### config.mk
export PLATFORM = sky130hd
export DESIGN_NAME = eip_front
export DESIGN_NICKNAME = d
export VERILOG_FILES = /design/src/rtl/core/eip_pkg.sv /design/src/rtl/core/eip_front.sv
export SDC_FILE = /design/constraint.sdc
export NUM_CORES = 1
export LEC_CHECK = 0
export BUFFER_PORTS_ARGS = -buffer_cell sky130_fd_sc_hd__buf_2
export CORE_MARGIN = 4
export CORE_UTILIZATION = 45
export DETAILED_ROUTE_END_ITERATION = 10
export PLACE_DENSITY_LB_ADDON = 0.12
export SLEW_MARGIN = 0
export SYNTH_ARGS = -nofsm -noshare
export SYNTH_HDL_FRONTEND = slang
export SYNTH_SLANG_ARGS = --single-unit
### constraint.sdc
create_clock -name clk -period 7.63 [get_ports clk]
set_input_delay 1.526 -clock clk [delete_from_list [all_inputs] [get_ports clk]]
set_output_delay 1.526 -clock clk [all_outputs]
set_load 0.01 [all_outputs]
### src/rtl/core/eip_pkg.sv
`timescale 1ns / 1ps
`default_nettype none
package eip_pkg;

  localparam logic [1:0] OP_ENTER = 2'd0;
  localparam logic [1:0] OP_LEAVE = 2'd1;

  localparam logic [1:0] ST_DONE    = 2'd0;
  localparam logic [1:0] ST_BAD     = 2'd1;
  localparam logic [1:0] ST_FULL    = 2'd2;
  localparam logic [1:0] ST_NOMATCH = 2'd3;

  localparam int unsigned CFG_AW = 3;
  localparam logic REG_FRAME_CODE = 1'b0;

  typedef struct packed {
    logic [1:0]  opcode;
    logic [7:0]  worker_id;
    logic [7:0]  event_type;
    logic [63:0] timestamp;
    logic        bad;
    logic        frame;
  } eip_item_t;

endpackage
`default_nettype wire

### src/rtl/core/eip_front.sv
`timescale 1ns / 1ps
`default_nettype none
module eip_front #(
  parameter int WORKERS = 8
) (
  input  wire logic                clk,
  input  wire logic                rst_n,
  input  wire logic                push,
  output logic                     full,
  input  wire logic [1:0]          opcode,
  input  wire logic [7:0]          worker_id,
  input  wire logic [7:0]          event_type,
  input  wire logic [63:0]         timestamp,
  input  wire logic [7:0]          frame_code,
  input  wire logic                hold,
  output logic                     head_valid,
  output eip_pkg::eip_item_t       head,
  input  wire logic                head_pop
);

  eip_pkg::eip_item_t slot_r [2];
  logic               wp_r, rp_r;
  logic [1:0]         cnt_r;
  logic               push_ok, pop_ok;
  eip_pkg::eip_item_t item;

  always_comb begin
    item.opcode     = opcode;
    item.worker_id  = worker_id;
    item.event_type = event_type;
    item.timestamp  = timestamp;
    item.bad        = ({1'b0, worker_id} >= 9'(WORKERS));
    item.frame      = (event_type == frame_code);
  end

  assign full       = (cnt_r == 2'd2) || hold;
  assign head_valid = (cnt_r != 2'd0);
  assign head       = slot_r[rp_r];
  assign push_ok    = push && !full;
  assign pop_ok     = head_pop && head_valid;

  always_ff @(posedge clk) begin
    if (!rst_n) begin
      wp_r  <= 1'b0;
      rp_r  <= 1'b0;
      cnt_r <= 2'd0;
    end else begin
      if (push_ok) wp_r <= ~wp_r;
      if (pop_ok) rp_r <= ~rp_r;
      cnt_r <= cnt_r + 2'(push_ok) - 2'(pop_ok);
    end
  end

  always_ff @(posedge clk) begin
    if (push_ok) slot_r[wp_r] <= item;
  end

endmodule
`default_nettype wire

== Yosys cells after proc, flatten, opt, wreduce, memory -nomap -nowiden ==
Memories as Yosys holds them, arrays and structs flattened. A register that Yosys moved wholly into a read port is not among the register bits.
Cells that the tools add are included.

* Word-level logic and storage cells: 20
* Input bits: 95
* ROM bits: 0
* Bits in writable memories: 168
* Latch bits: 0
* Output and inout port bits: 86
* Memories: 1
* Bits in registers: 4

* Bitwise logic cells: 2
* Divide/modulo/power cells: 0
* $add $sub $neg: 2
* Reduce and logical (&&, ||, !) cells: 5
* Shift operators: 0
* Multiply operators: 0
* Muxes and demuxes: 4
* Equality and inequality tests: 2
* Magnitude comparators: 1

{| class="wikitable"
|+ Memories
! memory !! words !! width !! rd ports !! clocked after Yosys merged registers in !! write ports !! line !! source
|-
| slot_r || 2 || 84 || 1 || 1 || 1 || eip_front.sv:21 || <nowiki>eip_pkg::eip_item_t slot_r [2];</nowiki>
|}

{| class="wikitable"
|+ Operators by type and width
! operator !! number
|-
| $eq A8 B8 Y1 || 1
|-
| $ge A8 B4 Y1 const B || 1
|-
| $mux W1 || 4
|-
| $add A2 B1 Y2 || 1
|-
| $eq A2 B2 Y1 const B || 1
|-
| $logic_and A1 B1 Y1 || 2
|-
| $not A1 Y1 || 2
|-
| $reduce_bool A2 Y1 || 1
|-
| $sub A2 B1 Y2 || 1
|-
| $logic_not A1 Y1 || 1
|-
| $logic_or A1 B1 Y1 || 1
|}

== Logic depth before layout (Yosys ltp) ==
Gate-level depths: netlist of the first run.

* Depth after elaboration: 6
* Gate-level depth with buffers: 8
* Depth with buffers taken out: 8

== Least setup slack after synthesis of the first run ==
No wires, ideal clock.

* Path kind: input to register
* From: input hold
* To: memory slot_r[0][0] (netlist bit) (enable)
* Library setup time: 527 ps
* Data required time: 7103 ps
* Path slack: 1826 ps
* Stages: 2
* Arrival time: 5277 ps
* Path through: nand3b_1 nor2_1

* Cells in the longest elaborated chain, start to end: 5

{| class="wikitable"
|+ RTL lines
! item !! line !! source
|-
| from (decl) || eip_front.sv:15 || <nowiki>input wire logic hold,</nowiki>
|-
| $logic_or A1 B1 Y1 || eip_front.sv:36 || <nowiki>assign full = (cnt_r == 2'd2) || hold;</nowiki>
|-
| $logic_not A1 Y1 || eip_front.sv:39 || <nowiki>assign push_ok = push && !full;</nowiki>
|-
| $logic_and A1 B1 Y1 || eip_front.sv:39 ||
|-
| $mux W1 || eip_front.sv:55 || <nowiki>if (push_ok) slot_r[wp_r] <= item;</nowiki>
|-
| $mux W1 (not written as such) || eip_front.sv:55 ||
|-
| to (decl) || eip_front.sv:21 ||
|}

No other way between the ends.

==> results by group, run 1 <==
Timing
  – Fin crit share: 53.6%
  – Max Freq: around 0.24 GHz
  – Setup TNS: 0 ns
  – Worst setup margin: 3.54 ns
  – Clock Skew: 0.00922 ns
  – RSZ-0062 raised after global routing: false
  – Relative slew slack: 28.0%
  – Final Max Tran Viols: 0
  – Final Hold Fails: 0
  – Minimum clock period after layout: 4.09 ns
  – Endpoints failing setup: 0
  – Worst slew pin tran: 1.08 ns

Synth
  – Syn nets: 398
  – Post-Syn Instances: 301
  – Commonest cells post-synth: edfxtp_1 (168), mux2_4 (60), mux2_2 (24)
  – Post-synth top flop: edfxtp_1
  – Count of warnings emitted by yosys: 0
  – Distinct cell type count after synthesis: 20
  – Most frequent cell after synthesis: edfxtp_1
  – Area leader, netlist: edfxtp_1
  – Synth top area share: between 70% and 80%
  – FF+latch count, synth: 173
  – EDFF count, synth: 168
  – Post-synth ARST share: 0%
  – Sequential-to-total area share from yosys stat: 77.4%
  – Synth top area cells: edfxtp_1 (76%), mux2_4 (14%), mux2_2 (4.1%), dfxtp_1 (1.5%), xnor2_1 (1.4%)
  – Post-synthesis cell area: 6650 sq um
  – Syn Area/Cell: 22.1 sq um

Clock tree
  – Clk_lat worst skew: 0.42 ns
  – CTS resizes: 0
  – Maximum clock insertion buffer count: 2
  – Root Driver: clkbuf_16
  – H-tree levels: 4
  – CTS sink count: between 150 and 200
  – Clock slew at reported path FFs: 0.06 ns
  – CTS Hold Buffers Added: 0
  – Setup Fix Bufs, Post-CTS: 0
  – CTS tree: yes
  – CTS Buf Count: 17

Floorplan
  – Core Area: 14500 sq um
  – Die area: 16800 sq um
  – Starting Density: between 40% and 50%
  – Die width: about 130 um
  – Row count: 44
  – # IOs: 181
  – Die outline height: 130 um

Setup path
  – Setup CP Type: flop to output pin
  – Crit path DAT: 2.57 ns
  – Critical path endpoint category: output pin
  – Crit-path max FO: 60
  – R2r startpoint: cnt_r[0]$_SDFF_PN0_
  – Req. time, crit path: 6.10 ns
  – Startpoint Class: flop

Power
  – PwrDens: 302 nW/um^2
  – Cell-internal power: 1.91 mW
  – Sequential fraction of design power: 46.2%
  – Combinational power share: 20.8%
  – Switching part of the total: between 20% and 30%
  – Leakage power: 3.18 nW
  – Sw power: about 0.6 mW
  – Overall power: 2.50 mW
  – Peak supply drop: about 150 uV
  – Clock share of power: 33.1%

Drt
  – Routed WL: around 12 mm
  – Detail Route Antenna Nets: 0
  – Vias/cell: 4.71
  – DRC: 0
  – Drt pass-1 iters: 4
  – Initial drt markers: 207
  – Via count of the routed design: 3257
  – Routed len/inst: 16.8 um

Finish
  – Syn-to-layout area delta: 24.8%
  – Final Non-Filler Cells: 691
  – Share of post-route cells with drive strength above 1: between 50% and 60%
  – Final core utilization: 57.3%
  – ANT cells: 0
  – Final net count: 591

Placement
  – Pre-CTS setup slack: 3.67 ns
  – Routability cong.: 0.686
  – DP HPWL: 7.73 mm
  – Placed insts: 659
  – Port Buffers: between 150 and 200

Global route
  – Total grt overflow: 0
  – Number of global-route vias before repair: about 3400
  – Initial antenna violation count: 2
  – Largest net degree at the start of global routing: 61
  – First-pass GRT wire length: ~18 mm
  – GRT Util Overall: 14.3%

Flow run
  – Max Cap Viol: 0

Status
  – Status: finished, final reports clean

Min path
  – Min-delay src: wp_r$_SDFFE_PN0P_
  – Worst hold path type: flop to flop
==> state kept, by name, summed over array words and instances, names as in the netlist, named ones only <==
| name | flops |
|---|---|
| rp_r | 1 |
| cnt_r | 2 |
| slot_r | 168 |
| wp_r | 1 |
==> cell usage in the layout, fill, tap and decap left out, drive strengths merged, types with 2 or more instances in the layout <==
| master | instances |
|---|---|
| and2 | 2 |
| buf | 183 |
| bufinv | 3 |
| clkbuf | 22 |
| clkinv | 7 |
| dfxtp | 5 |
| edfxtp | 168 |
| ha | 2 |
| inv | 2 |
| mux2 | 84 |
| nand2 | 3 |
| nand2b | 2 |
| nand4 | 2 |
| nor2 | 4 |
| nor2b | 2 |
| xnor2 | 11 |
==> worst max-delay path, cell delays in order (launching register included) <==
cell     delay, ns
dfxtp_4       0.61
buf_4         0.82
mux2_2        0.43
buf_2         0.15
==> stage by stage <==
step / area [sq um] / hold WS [ns]
4_1_cts: 8300 / 0.520
3_5_place_dp: 7730 / 0.511
3_3_place_gp: 7730 / 0.496
5_1_grt: 8300 / 0.540
2_1_floorplan: 6650 / 0.451
6_report: 8300 / 0.517
==> logic make-up (layout without fill, tap and decap cells) <==
group | after synthesis | after routing | synth area share (%)
multiplexers | 85 | 85 | 17.8
AO/OA/AOI/OAI | 1 | 1 | 0.113
adder cells (fa/ha/maj) | 2 | 2 | 0.376
XOR/XNOR | 11 | 11 | 1.45
AND/OR/NAND/NOR | 18 | 18 | 1.43
buffers and inverters | 11 | 217 | 1.45
flip-flops | 173 | 173 | 77.4
==> power groups by stage <==
stage          registers, mW  clock network [mW]  logic (mW)
3_3_place_gp            1.17                   0       0.529
6_report                1.16               0.828       0.521
4_1_cts                 1.16               0.851       0.536
2_1_floorplan           1.16                   0       0.381
5_1_grt                 1.16               0.903       0.562
3_5_place_dp            1.18                   0       0.534
==> cell type report <==
cell class,instances,area [sq um]
Clock inverter,10,121
Inverter,2,7.51
Sequential cell,173,5150
Multi-Input combinational cell,117,1420
Clock buffer,22,444
Tap cell,184,230
Timing Repair Buffer,183,923
Fill cell,1106,6180
==> path summary, 6_finish.rpt <==
check	endpoint	slack [ns]	depth (start not counted)
hold / removal	wp_r$_SDFFE_PN0P_	0.52	2
setup reg to reg	slot_r[0][64]$_DFFE_PP_	4.87	4
hold reg to reg	wp_r$_SDFFE_PN0P_	0.52	2
setup / recovery	head[1]	3.54	3
==> per-layer routing <==
metal / vias to the layer above / routed length [um] / GRT usage [%]
met3: 16 / 1000 / 5.89
met1: 1549 / 4660 / 17.2
met4: 4 / 154 / 5.07
met2: 120 / 5800 / 23.3
met5: - / 21 / 0
li1: 1568 / - / -
No activity file was read; power rests on OpenSTA's default activity.
==> run 2: changes to the inputs <==
Clock period 7.63 ns to 3.63 ns, I/O delays scaled along.
==> run 2 against run 1 <==
Effect of this change: worst setup slack worse by 2.7 ns; clock-buffer cell count down 3; largest cell class unchanged; wire length up 3.7%.
==> results by group, run 2 (synthesis gave the netlist of run 1 again) <==
Clock tree
  – Clock slew at reported path FFs: 0.06 ns
  – Setup Fix Bufs, Post-CTS: 0
  – CTS Hold Buffers Added: 0
  – CTS tree: yes
  – Maximum clock insertion buffer count: 2
  – Clk_lat worst skew: roughly 0.42 ns
  – Root Driver: clkbuf_16
  – CTS resizes: 0
  – CTS Buf Count: 17
  – H-tree levels: 4
  – CTS sink count: 173

Finish
  – Share of post-route cells with drive strength above 1: slightly below 60%
  – Biggest regs: slot_r: 168 flops, cnt_r: 2 flops
  – Syn-to-layout area delta: 26.0%
  – Max reg flops: 168
  – ANT cells: 0
  – Fill count: 1158
  – Register area: around 5100 sq um
  – Biggest register: slot_r
  – Commonest non-fill, non-tap cells in the layout: buf_2 (180), edfxtp_1 (168), mux2_4 (60)
  – Final Non-Filler Cells: 696
  – Most common cell after layout, fill and taps aside: buf_2
  – Area of the multi-input gates: 1420 sq um
  – Final net count: 596

Placement
  – Placed insts: 664
  – Routability cong.: 0.729
  – DP HPWL: 8.25 mm
  – Port Buffers: 180

Floorplan
  – Die outline height: 130 um
  – # IOs: 181
  – Row count: 44
  – Die width: about 130 um
  – Core Area: between 10000 and 15000 sq um
  – Die area: 16800 sq um
  – Starting Density: between 40 and 50%

Power
  – Peak supply drop: 367 uV
  – Sw power: 1.28 mW
  – Combinational power share: 20.1%
  – Sequential fraction of design power: a little under half
  – Switching part of the total: 23.9%
  – PwrDens: 641 nW/um^2
  – Cell-internal power: between 4 and 5 mW
  – Clock share of power: 34.1%
  – Leakage power: 3.23 nW

Global route
  – Number of global-route vias before repair: 3412
  – Largest net degree at the start of global routing: 51
  – First-pass GRT wire length: 18.0 mm
  – GRT Util Overall: 14.6%
  – Initial antenna violation count: 3
  – Total grt overflow: 0

Timing
  – Final Max Tran Viols: 0
  – Setup TNS: 0 ns
  – Relative slew slack: 54.2%
  – Final Hold Fails: 0
  – Fin crit share: 78.0%
  – Endpoints failing setup: 0
  – Max Freq: between 0.3 and 0.4 GHz
  – Hold slack: 0.488 ns
  – RSZ-0062 raised after global routing: false
  – Clock Skew: 0.0158 ns
  – Minimum clock period after layout: about 2.8 ns
  – Worst slew pin tran: 0.686 ns

Drt
  – Routed len/inst: 17.3 um
  – Detail Route Antenna Nets: 0
  – DRC: 0
  – Vias/cell: 4.74
  – Drt pass-1 iters: 4
  – Via count of the routed design: 3298
  – Routed WL: 12.1 mm
  – Initial drt markers: between 150 and 200

Status
  – Status: finished, final reports clean

Setup path
  – Flop-to-flop setup slack: 1.66 ns
  – Crit-path max FO: 40
  – Critical path endpoint category: output pin
  – Startpoint Class: flop
  – Req. time, crit path: 2.90 ns
  – Crit path DAT: 2.11 ns
  – R2r startpoint: cnt_r[0]$_SDFF_PN0_
  – Setup CP Type: flop to output pin
  – Critical Path Sink: head[51]
  – Worst reg2reg endpoint: slot_r[1][31]$_DFFE_PP_
  – Reg2reg path depth: 4

Flow run
  – Max Cap Viol: 0

Min path
  – Worst hold path type: input pin to flop
## run 2: cell types whose count changed in the layout (fill, tap and decap cells not counted)
cell and delta:
clkbuf_1 -3, clkinv_4 +1, clkinv_2 +1, buf_4 +5, clkinvlp_4 +2, clkinv_1 -2, bufinv_16 +1
## run 2: critical path, stage by stage, from the launching register on
cell and delay (ns):
dfxtp_4 0.79, buf_4 0.41, mux2_4 0.33, buf_2 0.14
## run 2: through the flow
stage / cell area (sq um) / total power [mW] / utilization, % / worst slack, ns
after detailed placement: 7770 / 3.61 / 53.6 / 1.18
after global routing: 8370 / 5.62 / 57.8 / 0.661
final: 8370 / 5.37 / 57.8 / 0.798
after CTS: 8370 / 5.45 / 57.8 / 0.721
after global placement: 7770 / 3.59 / 53.6 / 1.17
after floorplan: 6650 / 3.24 / - / -1.37
## run 2: area by class of cell
class	count	share of cell area [%]
clock buffers	19	5.17
flip-flops and latches	173	61.5
repair buffers	188	11.5
clock inverters	13	2.06
inverters	2	0.0897
well taps	184	2.75
multi-input cells	117	17.0
## run 2: worst min-delay path by stage
stage	start	end	slack [ns]	cells past startpoint
final	timestamp[15]	slot_r[1][17]$_DFFE_PP_	0.49	1
after floorplan	wp_r$_SDFFE_PN0P_	wp_r$_SDFFE_PN0P_	0.45	2
after CTS	timestamp[8]	slot_r[0][10]$_DFFE_PP_	0.47	1
after global routing	timestamp[63]	slot_r[1][65]$_DFFE_PP_	0.46	1
after global placement	wp_r$_SDFFE_PN0P_	wp_r$_SDFFE_PN0P_	0.49	2
after detailed placement	wp_r$_SDFFE_PN0P_	wp_r$_SDFFE_PN0P_	0.52	2
## run 2: metal layers
metal  part of all wire (%)  vias up  GRT usage [%]  wire (um)
li1                       -     1566              -          -
met1                     41     1590           17.9       4940
met2                     49      120           23.2       5930
met3                    8.5       16           6.27       1020
met4                    1.3        6           5.68        151
met5                   0.28        -              0         34
## run 2: power by group through the flow
stage / combinational [mW] / sequential [mW] / clock, mW
final: 1.08 / 2.46 / 1.83
after global routing: 1.17 / 2.48 / 1.98
after CTS: 1.11 / 2.46 / 1.88
after detailed placement: 1.10 / 2.50 / 0
after global placement: 1.09 / 2.50 / 0
after floorplan: 0.800 / 2.44 / 0
